[config.mk]
export PLATFORM = sky130hd
export DESIGN_NAME = keyword_field_extractor_core
export DESIGN_NICKNAME = d
export VERILOG_FILES = /design/src/kfe_pkg.sv /design/src/kfe_cell.sv /design/src/keyword_field_extractor_core.sv
export SDC_FILE = /design/constraint.sdc
export NUM_CORES = 1
export LEC_CHECK = 0
export ABC_CLOCK_PERIOD_IN_PS = 4450
export BUFFER_PORTS_ARGS = -buffer_cell sky130_fd_sc_hd__buf_2
export CAP_MARGIN = 20
export CORE_MARGIN = 1
export CORE_UTILIZATION = 35
export CTS_CLUSTER_SIZE = 28
export DETAILED_ROUTE_END_ITERATION = 10
export HOLD_SLACK_MARGIN = 0.12
export PLACE_DENSITY_LB_ADDON = 0.15
export SLEW_MARGIN = 20
export SYNTH_ARGS = -nofsm -noshare
export SYNTH_HDL_FRONTEND = slang
export SYNTH_HIERARCHICAL = 1
export SYNTH_SLANG_ARGS = --single-unit
[constraint.sdc]
create_clock -name clk_i -period 4.45 [get_ports clk_i]
set_input_delay 0.2225 -clock clk_i [delete_from_list [all_inputs] [get_ports clk_i]]
set_output_delay 0.2225 -clock clk_i [all_outputs]
set_load 0.03 [all_outputs]
[src/kfe_pkg.sv]
// Shared types and constants of the keyword field extractor.
// Used by kfe_cell and keyword_field_extractor_core; no dependencies.
`default_nettype none

package kfe_pkg;

  // Default parameter values
  localparam int KEY_MAX_DEF   = 8;
  localparam int POS_WIDTH_DEF = 16;

  // Fixed field widths
  localparam int KEY_BYTES_W = 64;
  localparam int KEY_LEN_W   = 4;
  localparam int BYTE_W      = 8;
  localparam int POS_OUT_W   = 16;
  localparam int CFG_IDX_W   = 2;

  // Register indexes
  localparam logic [CFG_IDX_W-1:0] CFG_KEY_BYTES  = 2'd0;
  localparam logic [CFG_IDX_W-1:0] CFG_KEY_LENGTH = 2'd1;
  localparam logic [CFG_IDX_W-1:0] CFG_END_BYTE   = 2'd2;

  localparam logic [BYTE_W-1:0] END_BYTE_RST = 8'd13;
  localparam logic [BYTE_W-1:0] CH_CR        = 8'd13;
  localparam logic [BYTE_W-1:0] CH_LF        = 8'd10;
  localparam logic [BYTE_W-1:0] CH_NUL       = 8'd0;

  typedef enum logic [1:0] {
    PH_SEARCH = 2'd0,
    PH_COPY   = 2'd1,
    PH_SKIP   = 2'd2
  } phase_e;

  typedef enum logic [1:0] {
    K_BYTE     = 2'd0,
    K_TERM     = 2'd1,
    K_NOTFOUND = 2'd2
  } kind_e;

  // Control handed to every window cell
  typedef struct packed {
    logic shift;
    logic clear;
  } cell_ctrl_t;

endpackage : kfe_pkg

`default_nettype wire

[src/kfe_cell.sv]
// One window cell: holds one byte of the sliding window and compares the
// byte it takes in against its keyword byte. Depends on kfe_pkg.
`default_nettype none

module kfe_cell
  import kfe_pkg::*;
#(
  parameter int LEN_W = 4,
  parameter int IDX   = 0
) (
  input  wire logic                   clk_i,
  input  wire logic                   rst_ni,
  input  wire cell_ctrl_t             ctrl_i,
  input  wire logic [BYTE_W-1:0]      byte_i,
  input  wire logic [KEY_BYTES_W-1:0] key_bytes_i,
  input  wire logic [LEN_W-1:0]       len_i,
  output logic      [BYTE_W-1:0]      byte_o,
  output logic                        eq_o
);

  logic [BYTE_W-1:0]    win_q, win_d;
  logic                 active;
  logic [KEY_LEN_W-1:0] kidx;
  logic [KEY_BYTES_W-1:0] key_sh;
  logic [BYTE_W-1:0]    key_byte;

  // Newest byte sits in cell 0, so cell IDX matches keyword byte len-1-IDX
  assign active   = KEY_LEN_W'(IDX) < KEY_LEN_W'(len_i);
  assign kidx     = KEY_LEN_W'(len_i) - KEY_LEN_W'(IDX) - KEY_LEN_W'(1);
  assign key_sh   = key_bytes_i >> {kidx[2:0], 3'b000};
  assign key_byte = key_sh[BYTE_W-1:0];
  assign eq_o     = !active || (byte_i == key_byte);

  always_comb begin
    win_d = win_q;
    if (ctrl_i.clear) begin
      win_d = '0;
    end else if (ctrl_i.shift) begin
      win_d = byte_i;
    end
  end

  always_ff @(posedge clk_i or negedge rst_ni) begin
    if (!rst_ni) begin
      win_q <= '0;
    end else begin
      win_q <= win_d;
    end
  end

  assign byte_o = win_q;

endmodule : kfe_cell

`default_nettype wire

[src/keyword_field_extractor_core.sv]
// Keyword field extractor top level: phase control, offset counter, cell
// chain and output register. Depends on kfe_pkg and kfe_cell.
//
// Usage: bytes of a string arrive on the input channel (in_valid_i,
// in_stall_o, data_byte_i); byte 0 ends the string. The block searches for
// the keyword held in key_bytes/key_length, then emits each following byte
// as a field beat (kind 0) until end_byte, CR, LF or the string end, where a
// terminator beat (kind 1) carries the terminator's offset. A string that
// ends before a match gives a not-found beat (kind 2). Bytes that cause no
// beat are simply consumed.
// Throughput: one byte per cycle while in_stall_o is low; the keyword
// compare is done in parallel across the cell chain in the cycle the byte is
// accepted. A result beat is registered and appears on the output channel in
// the cycle after its byte is accepted. The output register lets a new byte
// in while a beat waits; when the receiver holds out_stall_i with a beat
// pending, in_stall_o rises and the beat holds. Reset: phase returns to
// searching, window, counters and output valid clear, key_length and
// key_bytes read 0 and end_byte reads 13. Configuration writes go through
// cfg_we_i/cfg_idx_i/cfg_data_i, by the user only while idle (unenforced).
`default_nettype none

module keyword_field_extractor_core
  import kfe_pkg::*;
#(
  parameter int KEY_MAX   = KEY_MAX_DEF,
  parameter int POS_WIDTH = POS_WIDTH_DEF
) (
  input  wire logic                   clk_i,
  input  wire logic                   rst_ni,
  input  wire logic                   cfg_we_i,
  input  wire logic [CFG_IDX_W-1:0]   cfg_idx_i,
  input  wire logic [KEY_BYTES_W-1:0] cfg_data_i,
  input  wire logic                   in_valid_i,
  output logic                        in_stall_o,
  input  wire logic [BYTE_W-1:0]      data_byte_i,
  output logic                        out_valid_o,
  input  wire logic                   out_stall_i,
  output logic      [1:0]             kind_o,
  output logic      [BYTE_W-1:0]      value_o,
  output logic      [POS_OUT_W-1:0]   position_o
);

  localparam int LEN_W  = $clog2(KEY_MAX + 1);
  localparam int PW_EXT = (POS_WIDTH > POS_OUT_W) ? POS_WIDTH : POS_OUT_W;

  // Configuration registers
  logic [KEY_BYTES_W-1:0] key_bytes_q;
  logic [KEY_LEN_W-1:0]   key_length_q;
  logic [BYTE_W-1:0]      end_byte_q;

  always_ff @(posedge clk_i or negedge rst_ni) begin
    if (!rst_ni) begin
      key_bytes_q  <= '0;
      key_length_q <= '0;
      end_byte_q   <= END_BYTE_RST;
    end else if (cfg_we_i) begin
      case (cfg_idx_i)
        CFG_KEY_BYTES:  key_bytes_q  <= cfg_data_i;
        CFG_KEY_LENGTH: key_length_q <= cfg_data_i[KEY_LEN_W-1:0];
        CFG_END_BYTE:   end_byte_q   <= cfg_data_i[BYTE_W-1:0];
        default: ;
      endcase
    end
  end

  // Control state
  phase_e               phase_q, phase_d;
  logic [LEN_W-1:0]     bytes_seen_q, bytes_seen_d, seen_inc;
  logic [POS_WIDTH-1:0] offset_q, offset_d, offset_inc;

  logic [LEN_W-1:0] len;
  logic             accept, is_nul, is_term, copying, match, restart;
  cell_ctrl_t       cell_ctrl;
  logic [KEY_MAX-1:0] eq;
  logic [BYTE_W-1:0]  win [KEY_MAX];

  // Output register
  logic                 out_valid_q, out_valid_d;
  kind_e                kind_q, kind_d;
  logic [BYTE_W-1:0]    value_q, value_d;
  logic [POS_OUT_W-1:0] pos_q, pos_d, pos_now;
  logic                 emit;
  logic [PW_EXT-1:0]    off_ext;

  assign in_stall_o = out_valid_q && out_stall_i;
  assign accept     = in_valid_i && !in_stall_o;

  assign len = (key_length_q > KEY_LEN_W'(KEY_MAX)) ? LEN_W'(KEY_MAX)
                                                    : LEN_W'(key_length_q);

  assign is_nul  = data_byte_i == CH_NUL;
  assign is_term = is_nul || (data_byte_i == end_byte_q) ||
                   (data_byte_i == CH_CR) || (data_byte_i == CH_LF);
  // An empty keyword turns the current byte into the first field byte
  assign copying = (phase_q == PH_COPY) ||
                   ((phase_q == PH_SEARCH) && (len == '0));

  assign seen_inc   = (bytes_seen_q < LEN_W'(KEY_MAX)) ? bytes_seen_q + LEN_W'(1)
                                                       : bytes_seen_q;
  assign offset_inc = (offset_q != '1) ? offset_q + POS_WIDTH'(1) : offset_q;
  assign match      = (seen_inc >= len) && (&eq);
  assign restart    = accept && is_nul;

  assign cell_ctrl.clear = restart;
  assign cell_ctrl.shift = accept && !copying && (phase_q == PH_SEARCH) && !is_nul;

  // Cell chain: on a shift cell 0 takes the input byte, every other cell its neighbour's
  for (genvar j = 0; j < KEY_MAX; j++) begin : g_cell
    logic [BYTE_W-1:0] cell_in;
    if (j == 0) begin : g_head
      assign cell_in = data_byte_i;
    end else begin : g_link
      assign cell_in = win[j-1];
    end
    kfe_cell #(
      .LEN_W (LEN_W),
      .IDX   (j)
    ) u_cell (
      .clk_i       (clk_i),
      .rst_ni      (rst_ni),
      .ctrl_i      (cell_ctrl),
      .byte_i      (cell_in),
      .key_bytes_i (key_bytes_q),
      .len_i       (len),
      .byte_o      (win[j]),
      .eq_o        (eq[j])
    );
  end

  // Next phase
  always_comb begin
    phase_d = phase_q;
    if (accept) begin
      if (is_nul) begin
        phase_d = PH_SEARCH;
      end else begin
        case (phase_q)
          PH_SKIP: phase_d = PH_SKIP;
          PH_COPY: phase_d = is_term ? PH_SKIP : PH_COPY;
          PH_SEARCH: begin
            if (copying) begin
              phase_d = is_term ? PH_SKIP : PH_COPY;
            end else if (match) begin
              phase_d = PH_COPY;
            end
          end
          default: phase_d = PH_SEARCH;
        endcase
      end
    end
  end

  assign off_ext = PW_EXT'(offset_q);
  assign pos_now = (off_ext > PW_EXT'({POS_OUT_W{1'b1}})) ? {POS_OUT_W{1'b1}}
                                                          : off_ext[POS_OUT_W-1:0];

  // Counters and result beat
  always_comb begin
    bytes_seen_d = bytes_seen_q;
    offset_d     = offset_q;
    emit         = 1'b0;
    kind_d       = kind_q;
    value_d      = value_q;
    pos_d        = pos_q;
    if (accept) begin
      if (is_nul) begin
        bytes_seen_d = '0;
        offset_d     = '0;
      end else begin
        offset_d = offset_inc;
        if (!copying && (phase_q == PH_SEARCH)) begin
          bytes_seen_d = seen_inc;
        end
      end
      if (copying) begin
        emit = 1'b1;
        if (is_term) begin
          kind_d  = K_TERM;
          value_d = '0;
          pos_d   = pos_now;
        end else begin
          kind_d  = K_BYTE;
          value_d = data_byte_i;
          pos_d   = '0;
        end
      end else if ((phase_q == PH_SEARCH) && is_nul) begin
        emit    = 1'b1;
        kind_d  = K_NOTFOUND;
        value_d = '0;
        pos_d   = '0;
      end
    end
  end

  always_comb begin
    out_valid_d = out_valid_q && out_stall_i;
    if (emit) begin
      out_valid_d = 1'b1;
    end
  end

  always_ff @(posedge clk_i or negedge rst_ni) begin
    if (!rst_ni) begin
      phase_q      <= PH_SEARCH;
      bytes_seen_q <= '0;
      offset_q     <= '0;
      out_valid_q  <= 1'b0;
    end else begin
      phase_q      <= phase_d;
      bytes_seen_q <= bytes_seen_d;
      offset_q     <= offset_d;
      out_valid_q  <= out_valid_d;
    end
  end

  // Payload: load only with a new beat
  always_ff @(posedge clk_i) begin
    if (emit) begin
      kind_q  <= kind_d;
      value_q <= value_d;
      pos_q   <= pos_d;
    end
  end

  assign out_valid_o = out_valid_q;
  assign kind_o      = kind_q;
  assign value_o     = value_q;
  assign position_o  = pos_q;

  a_restart_clears : assert property (@(posedge clk_i) disable iff (!rst_ni)
    accept && is_nul |=> (phase_q == PH_SEARCH) && (offset_q == '0) &&
                         (bytes_seen_q == '0))
    else $error("string end did not restart the search");

  a_seen_bounded : assert property (@(posedge clk_i) disable iff (!rst_ni)
    bytes_seen_q <= LEN_W'(KEY_MAX))
    else $error("window fill count past the window depth");

  a_stall_needs_beat : assert property (@(posedge clk_i) disable iff (!rst_ni)
    in_stall_o |-> out_valid_o)
    else $error("input stalled with no beat pending");

  a_value_only_bytes : assert property (@(posedge clk_i) disable iff (!rst_ni)
    out_valid_o && (kind_o != K_BYTE) |-> (value_o == '0))
    else $error("non-field beat carries a value");

  a_pos_only_term : assert property (@(posedge clk_i) disable iff (!rst_ni)
    out_valid_o && (kind_o != K_TERM) |-> (position_o == '0))
    else $error("non-terminator beat carries a position");

endmodule : keyword_field_extractor_core

`default_nettype wire

==> out/metrics.cfg, run 1 <==
[run_status]
outcome = finished, final reports clean

[detailed_routing]
post-route-drc-count = 0
ant_nets = 0
vias = 9470
drt-wirelength-per-cell_um = 24.3
avgViaCountPerCell = 5.76
dr.pass1.iters = 7
drt_wl_total_mm = 39.9
first_iter_violations = 844

[setup_path]
crit_type = reg -> reg
rr_endpoint = phase_q[1]$_DFFE_PN0P_
r2r_cells = 12
worstPathArrival_ns = 4.55
cpMostUsedCell = nand4_1
crit_slowest_cell = mux4_1
crit_path_end_kind = flop
r2r_slack_ns = 0.31
path_cells = nor2b_4, buf_4, mux4_1, xnor2_1, nand4_1, nor3_1, a211o_1, nand4_1, or3_1, nor4_1, o21a_1, a22o_1
worstPathRequired_ns = 4.86
critPathLaunchType = flop
crit_fanout = 21
crit_path_max_incr_delay_ns = 0.62
r2r-start = key_length_q[3]$_DFFE_PN0P_

[timing]
finalSetupTns_ns = 0
rsz0062_at_grt = false
slew-limit-headroom_pct = 44.5
slew_violations = 0
worst_pin_slew_ns = 0.832
finalHoldViolations = 0
whs_ns = 0.183
setup_viol = 0
max_clock_freq_mhz = 241
fin_crit_ns = 4.14
fin_crit_sh_pct = 93.1
clock_skew_ns = 0.0205

[clock_network]
clock-sinks = 181
htree_levels = 4
clock_latency_ns = 0.46
clockRootBuffer = clkbuf_16
cts_tree = built
cts_buffers = 17
postCtsSetupRepairBufs = 0
holdBufCountCts = 67
clk_pin_slew_ns = 0.08
ctsLongestPathBuffers = 2
cts-resized-gates = 0

[floorplan]
rows = 69
core_mm2 = 0.0358
start_util_pct = 35.8
dieArea_mm2 = 0.0374
ioPinCount = 107
die_x_um = 193
die_h_um = 193

[pwr]
p_leak_nw = 6.19
power_density_mw_per_mm2 = 445
ir_worst_vdd_v = 0.000306

[placement]
routabilityCongestion = 0.939
post-dp-hpwl_mm = 28.6
dp_cells = 1544
port_buffers = 106

[grt]
grt_pass1_wl_mm = 60.6
grt_util_met1_pct = 30.4
antenna_found_initial = 0
grt_util_met3_pct = 3.99
top_usage_layer = met2
met2_usage_pct = 33.5
grt_max_degree = 84
grt_remaining_overflow = 0
grt_pass1_vias = 9294
grt_usage_pct = 21.8

[yosys]
syn_nets = 1100
avgSynthCellArea_um2 = 12.7
ys_warn_count = 6
netlist_instances = 1009
synthesis.area_mm2 = 0.0128

[cells_and_area]
layout-drive-gt1-share_pct = 27.2
syn2layout_area_growth_pct = 17.6
antennaDiodeCount = 0
fillers = 3344
final_nets = 1260
finalNonFillerCells = 1643
final_common_cell = dfrtp_1
most-common-layout-cells = dfrtp_1 (152), mux2i_1 (131), buf_2 (105), nor2_1 (82), mux2_2 (77)

[min_path]
whs_endpoint = g_cell[0].u_cell/byte_o[0]$_DFFE_PN0P_
whs_path_depth = 3
hold_path_class = in -> reg
min_from = data_byte_i[0]

[run]
maxCapViolCount = 0

[critical path: cells and delay by family (launching register included)]
family                    cells  cell delay (ns)
xor gates and xnor gates      1             0.44
and+or+nand+nor               6             1.64
muxes                         1             0.62
buffers and inverters         1             0.36
AOI/OAI and AO/OA             3             0.46
DFF                           1             0.56
[power breakdown]
group	switching (mW)	leakage, nW	internal, mW
combinational	1.36	3.69	1.40
sequential	0.520	2.21	1.92
clock	0.760	0.284	0.749
total	2.64	6.19	4.07
[per-layer routing]
metal / up-vias / wire [µm]
met5: - / 0
met4: 0 / 1420
met3: 70 / 2660
met2: 386 / 18300
met1: 4809 / 17500
li1: 4205 / -
[registers in the layout (all words and copies together) (netlist names)]
signal and count:
key_bytes_q 64, g_cell.u_cell/byte_o 56, off_ext 16, position_o 16, end_byte_q 8, value_o 8, bytes_seen_q 4, key_length_q 4
kind_o 2, phase_q 2, out_valid_o 1
[worst max path at each step]
stage,startpoint,end,slack (ns),cells after the start
after floorplan,key_length_q[3]$_DFFE_PN0P_,phase_q[1]$_DFFE_PN0P_,0.23,17
after CTS,key_length_q[3]$_DFFE_PN0P_,phase_q[1]$_DFFE_PN0P_,0.33,14
after detailed placement,key_length_q[3]$_DFFE_PN0P_,phase_q[1]$_DFFE_PN0P_,0.34,14
after global routing,key_length_q[3]$_DFFE_PN0P_,phase_q[1]$_DFFE_PN0P_,0.08,16
final,key_length_q[3]$_DFFE_PN0P_,phase_q[1]$_DFFE_PN0P_,0.31,12
after global placement,key_length_q[3]$_DFFE_PN0P_,phase_q[1]$_DFFE_PN0P_,0.41,13
[stage by stage]
stage	utilization [%]	instance area, µm²	setup slack, ns	total power, mW
2_1_floorplan	-	12800	0.232	4.29
3_3_place_gp	38.6	13800	0.412	5.13
3_5_place_dp	38.6	13800	0.339	5.15
4_1_cts	42.1	15100	0.327	6.73
5_1_grt	42.1	15100	0.0758	7.03
6_report	42.1	15100	0.306	6.71
[layout make-up]
class,count,area (µm²),area share (%)
clock inverter,15,160,1.06
inverter,13,48.8,0.323
multi-input combinational,751,7690,51.0
sequential,181,4660,30.9
tap,461,577,3.82
timing repair buffer,205,1520,10.1
clock buffer,17,425,2.82
No activity file was read; power rests on OpenSTA's default activity.
==> run 2: changes to the inputs <==
--- a/config.mk
+++ b/config.mk
@@ -6,10 +6,11 @@
 export NUM_CORES = 1
 export LEC_CHECK = 0
 export ABC_CLOCK_PERIOD_IN_PS = 4450
-export BUFFER_PORTS_ARGS = -buffer_cell sky130_fd_sc_hd__buf_2
+export BUFFER_PORTS_ARGS = -buffer_cell sky130_fd_sc_hd__buf_4
 export CAP_MARGIN = 20
 export CORE_MARGIN = 1
 export CORE_UTILIZATION = 35
+export CTS_BUF_LIST = sky130_fd_sc_hd__clkbuf_2
 export CTS_CLUSTER_SIZE = 28
 export DETAILED_ROUTE_END_ITERATION = 10
 export HOLD_SLACK_MARGIN = 0.12
==> out/metrics.cfg, run 2 (same netlist as run 1, synthesis figures left out) <==
[pwr]
p_leak_nw = 6.53
ir_worst_vdd_v = 0.000314
power_density_mw_per_mm2 = 392

[timing]
slew_violations = 0
worst_pin_slew_ns = 0.850
fin_ws_ns = 0.457
max_clock_freq_mhz = 250
whs_ns = 0.252
clock_skew_ns = 0.0443
finalHoldViolations = 0
slew-limit-headroom_pct = 43.4
finalSetupTns_ns = 0
rsz0062_at_grt = false
fin_crit_ns = 3.99
fin_crit_sh_pct = 89.7
setup_viol = 0

[grt]
grt_remaining_overflow = 0
grt_max_degree = 79
grt_pass1_wl_mm = 63.2
grt_util_met1_pct = 29.9
grt_util_met3_pct = 4.32
grt_pass1_vias = 9891
top_usage_layer = met2
grt_usage_pct = 22.6
met2_usage_pct = 36.8
antenna_found_initial = 2

[placement]
post-dp-hpwl_mm = 28.5
dp_slack_ns = 0.545
placed_cell_area_mm2 = 0.0141
routabilityCongestion = 0.894
port_buffers = 106

[detailed_routing]
avgViaCountPerCell = 5.73
drt-wirelength-per-cell_um = 24.1
vias = 9930
post-route-drc-count = 0
drt_wl_total_mm = 41.7
first_iter_violations = 820
ant_nets = 0
dr.pass1.iters = 7

[cells_and_area]
syn2layout_area_growth_pct = 24.6
regMostFlops = key_bytes_q
layout-drive-gt1-share_pct = 24.8
largest_reg_flops = 64
final_util_pct = 44.6
stdcell_area_mm2 = 0.0160
final_common_cell = dlygate4sd3_1
final_nets = 1349
most-common-layout-cells = dlygate4sd3_1 (161), dfrtp_1 (152), mux2i_1 (131), buf_4 (123), nor2_1 (82)

[setup_path]
worstPathArrival_ns = 4.84
crit_slowest_cell = mux4_2
crit_path_max_incr_delay_ns = 0.58
critPathLaunchType = flop
crit_path_end_kind = flop
path_cells = nor2b_4, buf_12, buf_4, mux4_2, xor2_1, nor4_1, a22oi_1, nor2_1, nand4_1, nor4_1, o21a_1, a22o_1
cpLargestDelayFamily = simple AND/OR/NAND/NOR gates
worstPathRequired_ns = 5.30
crit_fanout = 60
cpMostUsedCell = nor4_1
crit_type = reg -> reg
path_buf_inv = 2

[clock_network]
clk_pin_slew_ns = 0.29
ctsLongestPathBuffers = 2
htree_levels = 4
cts_buffers = 17
clockRootBuffer = clkbuf_2
postCtsSetupRepairBufs = 0
holdBufCountCts = 162
clock-sinks = 181
cts_tree = built
cts-resized-gates = 0
clock_latency_ns = 0.87

[min_path]
hold_path_class = in -> reg

[floorplan]
core_mm2 = 0.0358
start_util_pct = 35.8
rows = 69
die_h_um = 193
die_x_um = 193
ioPinCount = 107
dieArea_mm2 = 0.0374

[run_status]
outcome = finished, final reports clean

[run]
maxCapViolCount = 0

[run 2: changes by cell type in the layout (fill, tap and decap cells not counted), sizes merged]
cell	delta
buf	-5
bufinv	+2
clkbuf	+1
clkinv	-3
diode	+2
dlygate4sd3	+94
inv	-1
[run 2: power by group]
part,switching (mW),total (mW),internal [mW],leakage (nW)
Clock,0.653,0.935,0.282,0.155
Combinational,1.32,2.83,1.51,4.17
Sequential,0.580,2.50,1.92,2.21
[run 2: metal layers]
metal / up-vias / part of all wire (%)
met2: 362 / 48
met3: 81 / 5.3
met4: 0 / 3.2
met5: - / 0
met1: 5104 / 43
li1: 4383 / -
[run 2: per-stage QoR]
stage	total power [mW]	cells
finish	6.27	1733
global route	6.59	1733
CTS	6.27	1731
detailed placement	5.18	1538
global placement	5.16	1538
floorplan	4.29	1009
[run 2: path summary, 6_finish.rpt]
kind	cells after the start	endpoint	start	slack, ns
setup reg to reg	12	phase_q[1]$_DFFE_PN0P_	key_length_q[3]$_DFFE_PN0P_	0.46
setup / recovery	12	phase_q[1]$_DFFE_PN0P_	key_length_q[3]$_DFFE_PN0P_	0.46
min in group asynchronous	3	end_byte_q[0]$_DFFE_PN1P_	rst_ni	0.43
hold / removal	4	g_cell[0].u_cell/byte_o[1]$_DFFE_PN0P_	data_byte_i[1]	0.25
hold reg to reg	1	bytes_seen_q[0]$_DFFE_PN0P_	bytes_seen_q[3]$_DFFE_PN0P_	0.55
max in group asynchronous	4	bytes_seen_q[3]$_DFFE_PN0P_	rst_ni	3.57
[run 2: worst reg2reg max path, cell delays in order (launching register included)]
cell,delay [ns]
dfrtp_1,0.51
nor2b_4,0.31
buf_12,0.39
buf_4,0.52
mux4_2,0.59
xor2_1,0.17
nor4_1,0.26
a22oi_1,0.14
nor2_1,0.12
nand4_1,0.14
nor4_1,0.54
o21a_1,0.17
a22o_1,0.13
[run 2: cell type report]
cell class | count | area (µm²)
Fill cell | 3279 | 19900
Multi-Input combinational cell | 751 | 7690
Antenna cell | 2 | 5.00
Timing Repair Buffer | 294 | 2730
Inverter | 13 | 48.8
Clock buffer | 18 | 90.1
Clock inverter | 13 | 171
Tap cell | 461 | 577
Sequential cell | 181 | 4660
==> run 3: changes to the inputs <==
--- a/config.mk
+++ b/config.mk
@@ -9,7 +9,7 @@
 export BUFFER_PORTS_ARGS = -buffer_cell sky130_fd_sc_hd__buf_4
 export CAP_MARGIN = 20
 export CORE_MARGIN = 1
-export CORE_UTILIZATION = 35
+export CORE_UTILIZATION = 49
 export CTS_BUF_LIST = sky130_fd_sc_hd__clkbuf_2
 export CTS_CLUSTER_SIZE = 28
 export DETAILED_ROUTE_END_ITERATION = 10
==> out/metrics.cfg, run 3 (same netlist as run 1, synthesis figures left out) <==
[pwr]
power_density_mw_per_mm2 = 404
ir_worst_vdd_v = 0.000230
p_leak_nw = 6.27

[timing]
whs_ns = 0.177
worst_pin_slew_ns = 0.961
fin_crit_ns = 4.13
rsz0062_at_grt = false
slew-limit-headroom_pct = 35.9
clock_skew_ns = 0.0699
finalHoldViolations = 0
setup_viol = 0
fin_crit_sh_pct = 92.8
finalSetupTns_ns = 0
max_clock_freq_mhz = 242
slew_violations = 0

[grt]
grt_usage_pct = 30.6
grt_pass1_vias = 9790
grt_pass1_wl_mm = 60.3
grt_remaining_overflow = 0
antenna_found_initial = 1
grt_max_degree = 91

[floorplan]
rows = 58
die_h_um = 164
core_mm2 = 0.0254
dieArea_mm2 = 0.0268
ioPinCount = 107
start_util_pct = 50.5
die_x_um = 164

[setup_path]
crit_path_max_incr_delay_ns = 0.64
crit_slowest_cell = dfrtp_1
path_cells = nor2b_4, buf_4, buf_12, mux4_1, xor2_1, nor4_1, a22oi_1, nor2_1, nand4_1, nor4_2, o21a_1, a22o_1
crit_fanout = 49
worstPathArrival_ns = 4.87
worstPathRequired_ns = 5.19
critPathLaunchType = flop
crit_path_end_kind = flop
crit_type = reg -> reg

[cells_and_area]
most-common-layout-cells = dfrtp_1 (152), mux2i_1 (131), buf_4 (128), dlygate4sd3_1 (102), nor2_1 (82)
largest_reg_flops = 64
syn2layout_area_growth_pct = 18.4
final_nets = 1291
finalNonFillerCells = 1544
regMostFlops = key_bytes_q
layout-drive-gt1-share_pct = 26.2
stdcell_area_mm2 = 0.0152
final_common_cell = dfrtp_1

[clock_network]
htree_levels = 4
ctsLongestPathBuffers = 2
cts_buffers = 17
postCtsSetupRepairBufs = 0
cts_tree = built
clockRootBuffer = clkbuf_2
clk_pin_slew_ns = 0.30
clock-sinks = 181
clock_latency_ns = 0.82

[detailed_routing]
ant_nets = 0
first_iter_violations = 1034
dr.pass1.iters = 7
avgViaCountPerCell = 6.37
vias = 9830
drt-wirelength-per-cell_um = 25.4
drt_wl_total_mm = 39.3
post-route-drc-count = 0

[min_path]
hold_path_class = in -> reg

[placement]
port_buffers = 106
dp_cells = 1408
post-dp-hpwl_mm = 26.8
routabilityCongestion = 0.959
placed_cell_area_mm2 = 0.0139

[run_status]
outcome = finished, final reports clean

[run]
maxCapViolCount = 0

## run 3: cell types whose count changed in the layout (fill, tap and decap cells not counted), moves of 2 or more
cell	previous run	this run
nor4_1	15	13
buf_4	123	128
clkinv_8	2	4
inv_12	0	2
bufinv_16	2	0
dlygate4sd3_1	161	102
buf_12	8	4
nor4_2	3	5
## run 3: critical path: cells and delay by family (launching register included)
kind            cells  cell delay [ns]
buf+inv             2             0.75
xor+xnor            1             0.16
mux                 1             0.62
compound gates      3             0.45
simple gates        5             1.46
flops               1             0.64
## run 3: timing repair
action                     4_1_cts  5_1_grt
hold buffers                    98        5
resized for setup                0        2
hold endpoints to repair       258        6
setup endpoints to repair        0        1
## run 3: final timing paths
path | start | depth (start not counted) | slack (ns) | to
max | key_length_q[3]$_DFFE_PN0P_ | 12 | 0.32 | phase_q[1]$_DFFE_PN0P_
min reg2reg | bytes_seen_q[1]$_DFFE_PN0P_ | 2 | 0.56 | bytes_seen_q[1]$_DFFE_PN0P_
min | cfg_data_i[12] | 3 | 0.18 | key_bytes_q[12]$_DFFE_PN0P_
min in group asynchronous | rst_ni | 3 | 0.35 | g_cell[6].u_cell/byte_o[3]$_DFFE_PN0P_
max in group asynchronous | rst_ni | 4 | 3.46 | key_bytes_q[40]$_DFFE_PN0P_
max reg2reg | key_length_q[3]$_DFFE_PN0P_ | 12 | 0.32 | phase_q[1]$_DFFE_PN0P_
## run 3: area by class of cell
cell class,count,area [µm²]
fillers,2043,10200
multi-input cells,751,7700
flip-flops and latches,181,4660
repair buffers,236,2100
well taps,330,413
clock inverters,15,178
clock buffers,17,85.1
inverters,13,48.8
diodes,1,2.50
## run 3: per-layer routing
metal  global-route usage (%)  vias to the layer above  routed length (µm)
met5                        0                        -                   0
met4                     13.3                        0                1720
met3                     7.58                      114                3580
met2                     46.1                      543               17700
met1                     42.1                     4908               16200
li1                         -                     4265                   -
## run 3: stage by stage
stage	utilization (%)	setup WS [ns]	power, mW
global route	59.8	0.0798	6.42
finish	59.8	0.319	6.14
CTS	59.6	0.261	6.08
floorplan	-	0.232	4.29
global placement	54.6	0.392	5.07
detailed placement	54.6	0.325	5.10
## run 3: report_power, final
group / total, mW / switching, mW / internal (mW)
combinational: 2.76 / 1.32 / 1.44
sequential: 2.47 / 0.550 / 1.92
clock: 0.906 / 0.707 / 0.198
total: 6.14 / 2.58 / 3.56
